===== config.mk =====
export PLATFORM = sky130hd
export DESIGN_NAME = bmmc_decode
export DESIGN_NICKNAME = d
export VERILOG_FILES = /design/src/rtl/bmmc_pkg.sv /design/src/rtl/bmmc_decode.sv
export SDC_FILE = /design/constraint.sdc
export NUM_CORES = 1
export LEC_CHECK = 0
export ABC_AREA = 1
export BUFFER_PORTS_ARGS = -buffer_cell sky130_fd_sc_hd__buf_2
export CAP_MARGIN = 10
export CORE_UTILIZATION = 31
export DETAILED_ROUTE_END_ITERATION = 8
export PLACE_DENSITY = 0.82
export SYNTH_ARGS = -nofsm -noshare
export SYNTH_HDL_FRONTEND = slang
export SYNTH_SLANG_ARGS = --single-unit

===== constraint.sdc =====
create_clock -name vclk -period 0.8
set_clock_uncertainty 0.05 [all_clocks]
set_input_delay 0.04 -clock vclk [all_inputs]
set_output_delay 0.04 -clock vclk [all_outputs]
set_load 0.02 [all_outputs]

===== src/rtl/bmmc_pkg.sv =====
package bmmc_pkg;

  // Sizing of the stores
  localparam int unsigned EXT_BANKS = 16;
  localparam int unsigned ROM_BYTES = 32768;
  localparam int unsigned HALF_BYTES = 32768;
  localparam int unsigned MAIN_AW = 16;
  localparam int unsigned ROM_AW = $clog2(ROM_BYTES);
  localparam int unsigned EXT_AW = $clog2(EXT_BANKS * HALF_BYTES);

  // Operation codes
  localparam logic [2:0] OP_MEM_RD = 3'd0;
  localparam logic [2:0] OP_MEM_WR = 3'd1;
  localparam logic [2:0] OP_IO_WR  = 3'd2;
  localparam logic [2:0] OP_IO_RD  = 3'd3;
  localparam logic [2:0] OP_ROM_LD = 3'd4;

  // I/O pages and register fields
  localparam logic [7:0] PAGE_BANK    = 8'h0b;
  localparam logic [7:0] PAGE_ROM_ON  = 8'h1d;
  localparam logic [7:0] PAGE_ROM_OFF = 8'h1e;
  localparam logic [7:0] BANK_RESET   = 8'h10;
  localparam int unsigned BANK_OFF_BIT = 4;
  localparam logic [7:0] BYTE_NONE    = 8'hff;

  // Where the result byte of an item comes from
  typedef enum logic [2:0] {
    SRC_BYTE,
    SRC_MAIN,
    SRC_ROM,
    SRC_EXT
  } bmmc_src_e;

  // Map state seen by the decoder
  typedef struct packed {
    logic       turbo;
    logic [7:0] bank;
    logic       rom_sel;
  } bmmc_state_t;

  // Decoded commands for one item
  typedef struct packed {
    logic                main_we;
    logic [MAIN_AW-1:0]  main_addr;
    logic                rom_we;
    logic [ROM_AW-1:0]   rom_addr;
    logic                ext_we;
    logic [EXT_AW-1:0]   ext_addr;
    logic [7:0]          wdata;
    logic                bank_we;
    logic                rom_sel_nxt;
    bmmc_src_e           src;
    logic [7:0]          byte_val;
  } bmmc_cmd_t;

endpackage


===== src/rtl/bmmc_decode.sv =====
module bmmc_decode (
  input  logic [2:0]           op_i,
  input  logic [15:0]          addr_i,
  input  logic [7:0]           data_i,
  input  bmmc_pkg::bmmc_state_t state_i,
  output bmmc_pkg::bmmc_cmd_t   cmd_o
);

  logic [7:0]  page;
  logic        lower;
  logic        ext_map;
  logic [3:0]  bank_idx;
  logic        bank_ok;
  logic [14:0] rom_off;
  logic        rom_ok;
  logic        load_ok;

  // Address map terms
  always_comb begin
    page     = addr_i[15:8];
    lower    = !addr_i[15];
    ext_map  = state_i.turbo && !state_i.bank[bmmc_pkg::BANK_OFF_BIT];
    bank_idx = state_i.bank[3:0];
    bank_ok  = 32'(bank_idx) < bmmc_pkg::EXT_BANKS;
    // non-turbo ROM mirrors its first 4 KB
    rom_off  = state_i.turbo ? addr_i[14:0] : {3'b000, addr_i[11:0]};
    rom_ok   = 32'(rom_off) < bmmc_pkg::ROM_BYTES;
    load_ok  = 32'(addr_i) < bmmc_pkg::ROM_BYTES;
  end

  // Route the item to a store and pick the result source
  always_comb begin
    cmd_o             = '0;
    cmd_o.main_addr   = addr_i;
    cmd_o.rom_addr    = bmmc_pkg::ROM_AW'(rom_off);
    cmd_o.ext_addr    = bmmc_pkg::EXT_AW'({bank_idx, addr_i[14:0]});
    cmd_o.wdata       = data_i;
    cmd_o.rom_sel_nxt = state_i.rom_sel;
    cmd_o.src         = bmmc_pkg::SRC_BYTE;
    cmd_o.byte_val    = bmmc_pkg::BYTE_NONE;
    case (op_i)
      bmmc_pkg::OP_MEM_RD: begin
        if (!lower) begin
          cmd_o.src = bmmc_pkg::SRC_MAIN;
        end else if (ext_map) begin
          if (bank_ok) cmd_o.src = bmmc_pkg::SRC_EXT;
        end else if (state_i.rom_sel) begin
          if (rom_ok) cmd_o.src = bmmc_pkg::SRC_ROM;
        end else begin
          cmd_o.src = bmmc_pkg::SRC_MAIN;
        end
      end
      bmmc_pkg::OP_MEM_WR: begin
        if (lower && ext_map) begin
          cmd_o.ext_we = bank_ok;
        end else begin
          cmd_o.main_we = 1'b1;
        end
      end
      bmmc_pkg::OP_IO_WR: begin
        if (page == bmmc_pkg::PAGE_BANK) begin
          cmd_o.bank_we = state_i.turbo;
        end else if (page == bmmc_pkg::PAGE_ROM_ON) begin
          cmd_o.rom_sel_nxt = 1'b1;
        end else if (page == bmmc_pkg::PAGE_ROM_OFF) begin
          cmd_o.rom_sel_nxt = 1'b0;
        end
      end
      bmmc_pkg::OP_IO_RD: begin
        if (state_i.turbo && page == bmmc_pkg::PAGE_BANK) begin
          cmd_o.byte_val = state_i.bank;
        end
      end
      bmmc_pkg::OP_ROM_LD: begin
        cmd_o.rom_addr = bmmc_pkg::ROM_AW'(addr_i);
        cmd_o.rom_we   = load_ok;
      end
      default: begin
        cmd_o.src = bmmc_pkg::SRC_BYTE;
      end
    endcase
  end

endmodule

# Yosys cells after proc, flatten, opt, wreduce, memory -nomap -nowiden
# Cells that the tools add are included.
classes:
  magnitude_cmp: 1
  eq_ne: 7
  n_mux: 17
  n_reduce_logical: 6
ops:
  columns: ["op", "count"]
  rows:
  - ["$eq 8x5->1 const B", 2]
  - ["$lt 16x16->1 const B", 1]
  - ["$mux 16", 1]
  - ["$mux 8", 2]
  - ["$mux 15", 1]
  - ["$mux 3", 3]
  - ["$eq 8x4->1 const B", 1]
  - ["$mux 1", 8]
  - ["$eq 3x2->1 const B", 2]
  - ["$mux 2", 2]
  - ["$eq 3x1->1 const B", 1]
  - ["$eq 3x3->1 const B", 1]
  - ["$logic_and 1x1->1", 3]
  - ["$logic_not 3->1", 1]
  - ["$logic_not 1->1", 2]
word_totals:
  regBits: 0
  inputBits: 37
  output_inout_bits: 74
  elab_cells: 31

# Logic depth before layout (Yosys ltp)
# Gate-level depths: netlist of run 1.
depth:
  word_depth: 5
  ltp_mapped: 6
  mapped_depth_nobuf: 6

# Least setup slack after synthesis of run 1
# Ideal clock, no wire load.
synth_path:
  path_kind: "input to output"
  from: "input port state_i[9] (netlist name)"
  to: "output port cmd_o[40] (netlist name)"
  arrival_ps: 832
  t_required_ps: 710
  path_slack_ps: -122
  cell_stages: 5
  cell_sequence: "buf_6 inv_2 nor2_4 inv_1 nor3_1"
synth_lines:
  columns: ["element", "line_no", "source"]
  rows:
  - ["from (decl)", "bmmc_decode.sv:5", "input bmmc_pkg::bmmc_state_t state_i,"]
  - ["to (decl)", "bmmc_decode.sv:6", "output bmmc_pkg::bmmc_cmd_t cmd_o"]

==> impl_results.md, run 1 <==
* Yosys warnings at 0
* Dpl cells at roughly 170
* Cell with the most instances after synthesis: buf_4
* Chip width at 50.8 um
* Fin crit share at 1.19
* CP endpoint kind: output pin
* Pin count of the biggest net entering global routing at 9
* Final hold viol count at 0
* Worst EP arrival at 0.86 ns
* Boundary pin count at 111
* Std-Cell Rows at 17
* Post-DP HPWL at 1470 um
* Synth cell count leaders: buf_4 (56), nor2_1 (16), nand3_1 (12)
* Violated checks: setup timing
* Unique masters post-synth at 19
* Setup TNS at -1.12 ns
* Total number of sequential cells at 0
* Routed len/inst at 10.7 um
* Die H at between 50 and 60 um
* Post-Synth Simple-Gate Area at 0.294
* Setup CP Type: in2out
* P per Cell Area at between 500 and 600 nW/um2
* Final GP Congestion at 0.692
* Die area at 2580 um2
* Total iterations of the first detailed-routing run at 1
* Post-route minimum period at 0.952 ns
* Sequential Area at 0 um2
* First-pass GRT wire length at between 2000 and 3000 um
* Area Growth Syn to Fin at 32.3%
* Fillers at 253
* Post-Route WL at ~1800 um
* VDD IR max at about 280 uV
* Average vias per placed instance at 4.36
* Max Cap Viol at 0
* Mapped Cells at 121
* Setup slack at placement at -0.210 ns
* Startpoint types: input port
* Mapped Nets at 158
* Antenna-violating nets left at 0
* Synth Area in Compound Gates at 0.0457
* Mapped Area at 739 um2
* Area share of the largest cell type after synthesis at 0.569
* Syn avg cell area at 6.11 um2
* Post-synth top area cell: buf_4
* Status: finished, violations left
* Drt drc at 0
* Required time worst endpoint at 0.71 ns
* Total number of vias at 733
* DR iter-0 viols at 0
* Sequential area share after synthesis at 0
* # setup viols final at 10
* Final core utilization at 0.438
* Crit path max fanout at 8
* Initial antenna violation count at 0
* Post-synthesis xor/xnor area fraction at 0
* Number of global-route vias before repair at 635
* Leakage at 0.000487 uW
* Total track usage at 0.126
* Antenna cells at 0
* Post-Synth Adder-Cell Area at 0
* Total grt overflow at 0
* Layout cells sized above 1 at 0.764
* RSZ-0062 raised after global routing: true
* Pins Over Slew Limit at 0
* Worst hold path class: in2out
* Area contributors post-synth: buf_4 (57%), nand3_1 (8.1%), nor2_1 (8.1%)
* FMAX at 1050 MHz
* Clock buffers at 0
* Initial core utilization at 0.331
* Non-Filler Instances at 168
* Post-synthesis mux area share at 0
* Core area at 2230 um2
* Layout net count at 179
* Main combinational cell family by area after synthesis: buffers and inverters
* Port Buffers at between 60 and 70
* Setup ws final at -0.152 ns
## report_power, final
group | switching (uW) | internal (uW)
Sequential | 0 | 0
Combinational | 284 | 228
Clock | 0 | 0
Total | 284 | 228
## per-layer routing
layer  share of wire  global-route usage  vias up  wire length, um
met5               0                   0        -                0
met4           0.026              0.0370        0               47
li1                -                   -      356                -
met1            0.34               0.122      317              602
met3            0.11              0.0238        9              195
met2            0.53               0.262       51              949
## worst max-delay path, cell delays in order
cell	delay, ns
buf_8	0.10
inv_6	0.05
nand2_4	0.05
nor2_4	0.08
nor2b_4	0.26
nand3_1	0.11
buf_2	0.17
## through the flow
step                      instance area (um2)  hold WS, ns  total power (uW)
after global placement                    752       0.0301               397
after floorplan                           744       0.0813               516
after global routing                      978       0.0300               550
after detailed placement                  752       0.0301               402
after CTS                                 873       0.0301               463
final                                     978       0.0300               511
## worst paths after layout
kind                  slack [ns]  startpoint         to  depth (start not counted)
worst max-delay path       -0.15  addr_i[15]   cmd_o[1]                          7
worst min-delay path        0.03   data_i[6]  cmd_o[19]                          0
## cell usage in the layout, fill, tap and decap left out, types with 4 or more instances in the layout
cell type / count
nor2_1: 11
nand2_1: 5
inv_2: 4
buf_8: 6
buf_2: 46
nand2_2: 4
buf_6: 8
nor2_4: 5
nand3_2: 5
buf_4: 17
nand3_1: 7
## repair_timing
| item | 4_1_cts | 5_1_grt |
|---|---|---|
| pin swaps | 6 | 5 |
| hold buffers | 0 | 0 |
| resized for setup | 36 | 31 |
| endpoints found under the hold margin | 0 | 0 |
| setup endpoints to repair | 17 | 18 |
| buffers inserted | 0 | 1 |
## cell families after synthesis
family | count (synthesis)
AOI/OAI and AO/OA | 6
other | 1
buffers and inverters | 69
and+or+nand+nor | 45
## final cells by class
| cell class | instances | area, um2 | share of cell area |
|---|---|---|---|
| repair buffers | 77 | 538 | 0.550 |
| multi-input cells | 52 | 344 | 0.352 |
| inverters | 11 | 61.3 | 0.0627 |
| well taps | 28 | 35.0 | 0.0358 |
Power figures use the tool's default switching activity.
==> inputs of run 2 (changes only) <==
- CORE_UTILIZATION: 31 -> 33
- PLACE_DENSITY: 0.82 -> 0.86
- clock period: 0.8 -> 1.1 ns (I/O delays scaled with it)
==> impl_results.md, run 2 (same netlist as run 1, synthesis figures left out) <==
* Final GP Congestion at 0.664 (-4.0%)
* Boundary pin count at 111 (unchanged)
* Total number of sequential cells at 0 (unchanged)
* VDD IR max at 173 uV (-37%)
* Number of global-route vias before repair at 485 (-24%)
* P per Cell Area at 370 nW/um2 (-29%)
* Sequential Area at 0 um2 (unchanged)
* Post-Route WL at 1560 um (-13%)
* Std-Cell Rows at 16 (-1)
* Drt drc at 0 (unchanged)
* Final hold viol count at 0 (unchanged)
* Status: finished clean
* # setup viols final at 0 (-10)
* Hold Crit Start: addr_i[7]
* Fin Hold WS at 0.0600 ns (+0.0300 ns)
* CP endpoint kind: output pin
* Fin crit share at 0.932
* First-pass GRT wire length at 2180 um (-16%)
* DR iter-0 viols at 6 (+6)
* Required time worst endpoint at 1.00 ns (+0.29 ns)
* Port Buffers at 62 (unchanged)
* Leakage at 0.000412 uW (-15%)
* Die H at 49.3 um (-3.0%)
* Initial core utilization at 0.362 (+0.0310)
* Fillers at 257 (+1.6%)
* Worst Hold End: cmd_o[48]
* Layout cells sized above 1 at 0.643 (-0.121)
* Cts hold-fix bufs at 0 (unchanged)
* Setup CP Type: in2out
* Layout net count at 168 (-6.1%)
* Area Growth Syn to Fin at 2.54%
* Antenna cells at 0 (unchanged)
* Final core utilization at 0.371 (-0.0668)
* Worst hold path class: in2out
* Pins Over Slew Limit at 0 (unchanged)
* Startpoint types: input port
* Highest-count cells in the layout ignoring fill and taps: buf_2 (54), nor2_1 (15), buf_4 (9)
* Worst Hold Depth at 0 (unchanged)
* Average vias per placed instance at 4.19 (-3.9%)
* Worst EP arrival at 0.92 ns (+0.06 ns)
* Total grt overflow at 0 (unchanged)
* Total track usage at 0.108 (-0.0179)
* Most common cell after layout, fill and taps aside: buf_2
* Die area at 2430 um2 (-5.8%)
* Total number of vias at 654 (-11%)
* Max Cap Viol at 0 (unchanged)
* Total iterations of the first detailed-routing run at 3 (+2)
* Post-DP HPWL at 1310 um (-10%)
* Initial antenna violation count at 0 (unchanged)
* Chip width at 49.3 um (-3.0%)
* Antenna-violating nets left at 0 (unchanged)
* Routed len/inst at 10.0 um (-6.1%)
* Clock buffers at 0 (unchanged)
* Crit path max fanout at 8 (unchanged)
* Post-route minimum period at 1.03 ns
* FMAX at 975 MHz
* Pin count of the biggest net entering global routing at 9 (unchanged)
* Core area at 2040 um2 (-8.6%)
-- run 2: cell type report --
| type | instances | area [um2] | area share |
|---|---|---|---|
| inverters | 11 | 48.8 | 0.0644 |
| well taps | 27 | 33.8 | 0.0446 |
| multi-input cells | 52 | 300 | 0.396 |
| repair buffers | 66 | 375 | 0.495 |
-- run 2: worst max-delay path by stage --
stage,startpoint,to,slack [ns],cells after the start
3_3_place_gp,addr_i[14],cmd_o[2],0.07,7
6_report,addr_i[15],cmd_o[2],0.07,7
2_1_floorplan,state_i[9],cmd_o[40],0.15,5
5_1_grt,addr_i[9],cmd_o[3],-0.004,6
3_5_place_dp,addr_i[11],cmd_o[7],0.06,7
4_1_cts,addr_i[14],cmd_o[7],0.06,7
-- run 2: per-layer routing --
layer	part of all wire	vias to the layer above	wire length (um)	global-route usage
li1	-	333	-	-
met1	0.36	274	566	0.125
met2	0.52	39	812	0.196
met3	0.095	8	149	0.0156
met4	0.022	0	35	0.0441
met5	0	-	0	0
-- run 2: through the flow --
stage	area (um2)	worst slack, ns	instances	setup TNS [ns]	total power (uW)
6_report	758	0.0745	156	0	281
5_1_grt	758	-0.00387	156	-0.00411	303
4_1_cts	656	0.0648	154	0	257
3_5_place_dp	656	0.0619	154	0	257
3_3_place_gp	656	0.0708	154	0	254
2_1_floorplan	739	0.148	121	0	374
-- run 2: critical path, cell delays in order --
cell and delay [ns]:
buf_8 0.11, inv_6 0.06, nand2_4 0.05, nor2_4 0.10
nor2b_4 0.28, nand3_1 0.10, buf_2 0.17
-- run 2: where the power goes --
group | switching (uW) | internal, uW
registers | 0 | 0
logic | 178 | 103
clock network | 0 | 0
total | 178 | 103
-- run 2: timing repair --
| action | 4_1_cts | 5_1_grt |
|---|---|---|
| buffers inserted | 0 | 2 |
| gates resized for setup | 0 | 26 |
| setup endpoints to repair | 0 | 8 |
==> inputs of run 3 (changes only) <==
- PLACE_DENSITY: 0.86 -> 0.85
==> impl_results.md, run 3 (same netlist as run 1, synthesis figures left out) <==
* Setup CP Type: in2out
* Buf/Inv on CP at 3 (unchanged)
* Sequential Area at 0 um2 (unchanged)
* Antenna cells at 0 (unchanged)
* Die area at 2430 um2 (unchanged)
* Required time worst endpoint at 1.00 ns (about the same)
* Leakage at 0.000405 uW (-1.7%)
* Initial core utilization at 0.362 (unchanged)
* CP endpoint kind: output pin
* DR iter-0 viols at 2 (-4)
* Port Buffers at 62 (unchanged)
* Crit path max fanout at 8 (unchanged)
* Placed inst area at 656 um2 (unchanged)
* FMAX at 974 MHz (-0.16%)
* Worst hold path class: in2out
* Final GP Congestion at 0.679 (+2.3%)
* Drt drc at 0 (unchanged)
* VDD IR max at 137 uV (-21%)
* Chip width at 49.3 um (unchanged)
* RSZ-0062 raised after global routing: false
* Total track usage at 0.113 (+0.00451)
* Most common cell after layout, fill and taps aside: buf_2
* Total number of vias at 661 (+1.1%)
* Routed len/inst at 10.0 um (about the same)
* Total iterations of the first detailed-routing run at 4 (+1)
* Number of global-route vias before repair at 528 (+8.9%)
* Initial antenna violation count at 0 (unchanged)
* Max Cap Viol at 0 (unchanged)
* Core area at 2040 um2 (unchanged)
* Antenna-violating nets left at 0 (unchanged)
* Final instance area at 746 um2 (-1.7%)
* Worst Hold Depth at 0 (unchanged)
* Area Growth Syn to Fin at 0.846%
* Post-DP HPWL at 1290 um (-1.6%)
* Layout cells sized above 1 at 0.648 (+0.00503)
* Boundary pin count at 111 (unchanged)
* Pins Over Slew Limit at 0 (unchanged)
* Pin count of the biggest net entering global routing at 9 (unchanged)
* Post-Route WL at 1550 um (-0.64%)
* Average vias per placed instance at 4.26 (+1.7%)
* Post-route minimum period at 1.03 ns (+0.00168 ns)
* Setup TNS at 0 ns (unchanged)
* Critical path's top delay family: simple AND/OR/NAND/NOR gates
* Layout net count at 167 (-0.60%)
* Total grt overflow at 0 (unchanged)
* Clock buffers at 0 (unchanged)
* P per Cell Area at 374 nW/um2 (+0.94%)
* Total number of sequential cells at 0 (unchanged)
* Final hold viol count at 0 (unchanged)
* Crit-path max cell delay at 0.28 ns (about the same)
* First-pass GRT wire length at 2260 um (+3.8%)
* Std-Cell Rows at 16 (unchanged)
* Cts hold-fix bufs at 0 (unchanged)
* Worst path slowest cell: nor2b_4
* # setup viols final at 0 (unchanged)
* Startpoint types: input port
* Die H at 49.3 um (unchanged)
* Worst EP arrival at 0.92 ns (about the same)
* Critical path depth in cells at 7 (unchanged)
* Fin crit share at 0.934 (+0.00153)
* Crit path cell chain: buf_6 > inv_6 > nand2_4 > nor2_4 > nor2b_4 > nand3_1 > buf_2
* Highest-count cells in the layout ignoring fill and taps: buf_2 (55), nor2_1 (14), inv_1 (7), nand2_1 (7), nand3_1 (7)
* Status: finished clean
[run 3: changes by cell type in the layout (fill, tap and decap cells not counted), sizes merged]
cell | before | now
buf | 66 | 65
[run 3: report_power, final]
| group | total, uW | internal [uW] | switching [uW] | leakage, uW |
|---|---|---|---|---|
| combinational | 279 | 101 | 178 | 0.000405 |
| sequential | 0 | 0 | 0 | 0 |
| clock | 0 | 0 | 0 | 0 |
[run 3: area by class of cell]
type,count,area (um2)
timing repair buffer,65,365
multi-input combinational,52,300
inverter,11,46.3
fill,232,1300
tap,27,33.8
[run 3: metrics by stage]
step | hold slack [ns] | cells | power, uW | setup WS (ns) | util
detailed placement | 0.0601 | 154 | 256 | 0.0428 | 0.321
floorplan | 0.140 | 121 | 374 | 0.148 | -
global placement | 0.0601 | 154 | 254 | 0.0296 | 0.321
CTS | 0.0601 | 154 | 257 | 0.0355 | 0.321
finish | 0.0600 | 155 | 279 | 0.0729 | 0.365
global route | 0.0601 | 155 | 303 | 0.00287 | 0.365
[run 3: worst paths after layout]
kind	from	to	slack, ns
worst max-delay path	addr_i[15]	cmd_o[6]	0.07
worst min-delay path	addr_i[1]	cmd_o[58]	0.06
[run 3: repair_timing]
| action | in CTS | in global routing |
|---|---|---|
| endpoints found under the setup margin | 0 | 8 |
| hold endpoints to repair | 0 | 0 |
| gates resized for setup | 0 | 25 |
| buffers inserted | 0 | 1 |
[run 3: metal layers]
layer  track usage  share of wire
met4        0.0245         0.0090
met5             0              0
met1         0.126           0.37
met3        0.0187          0.094
met2         0.217           0.53
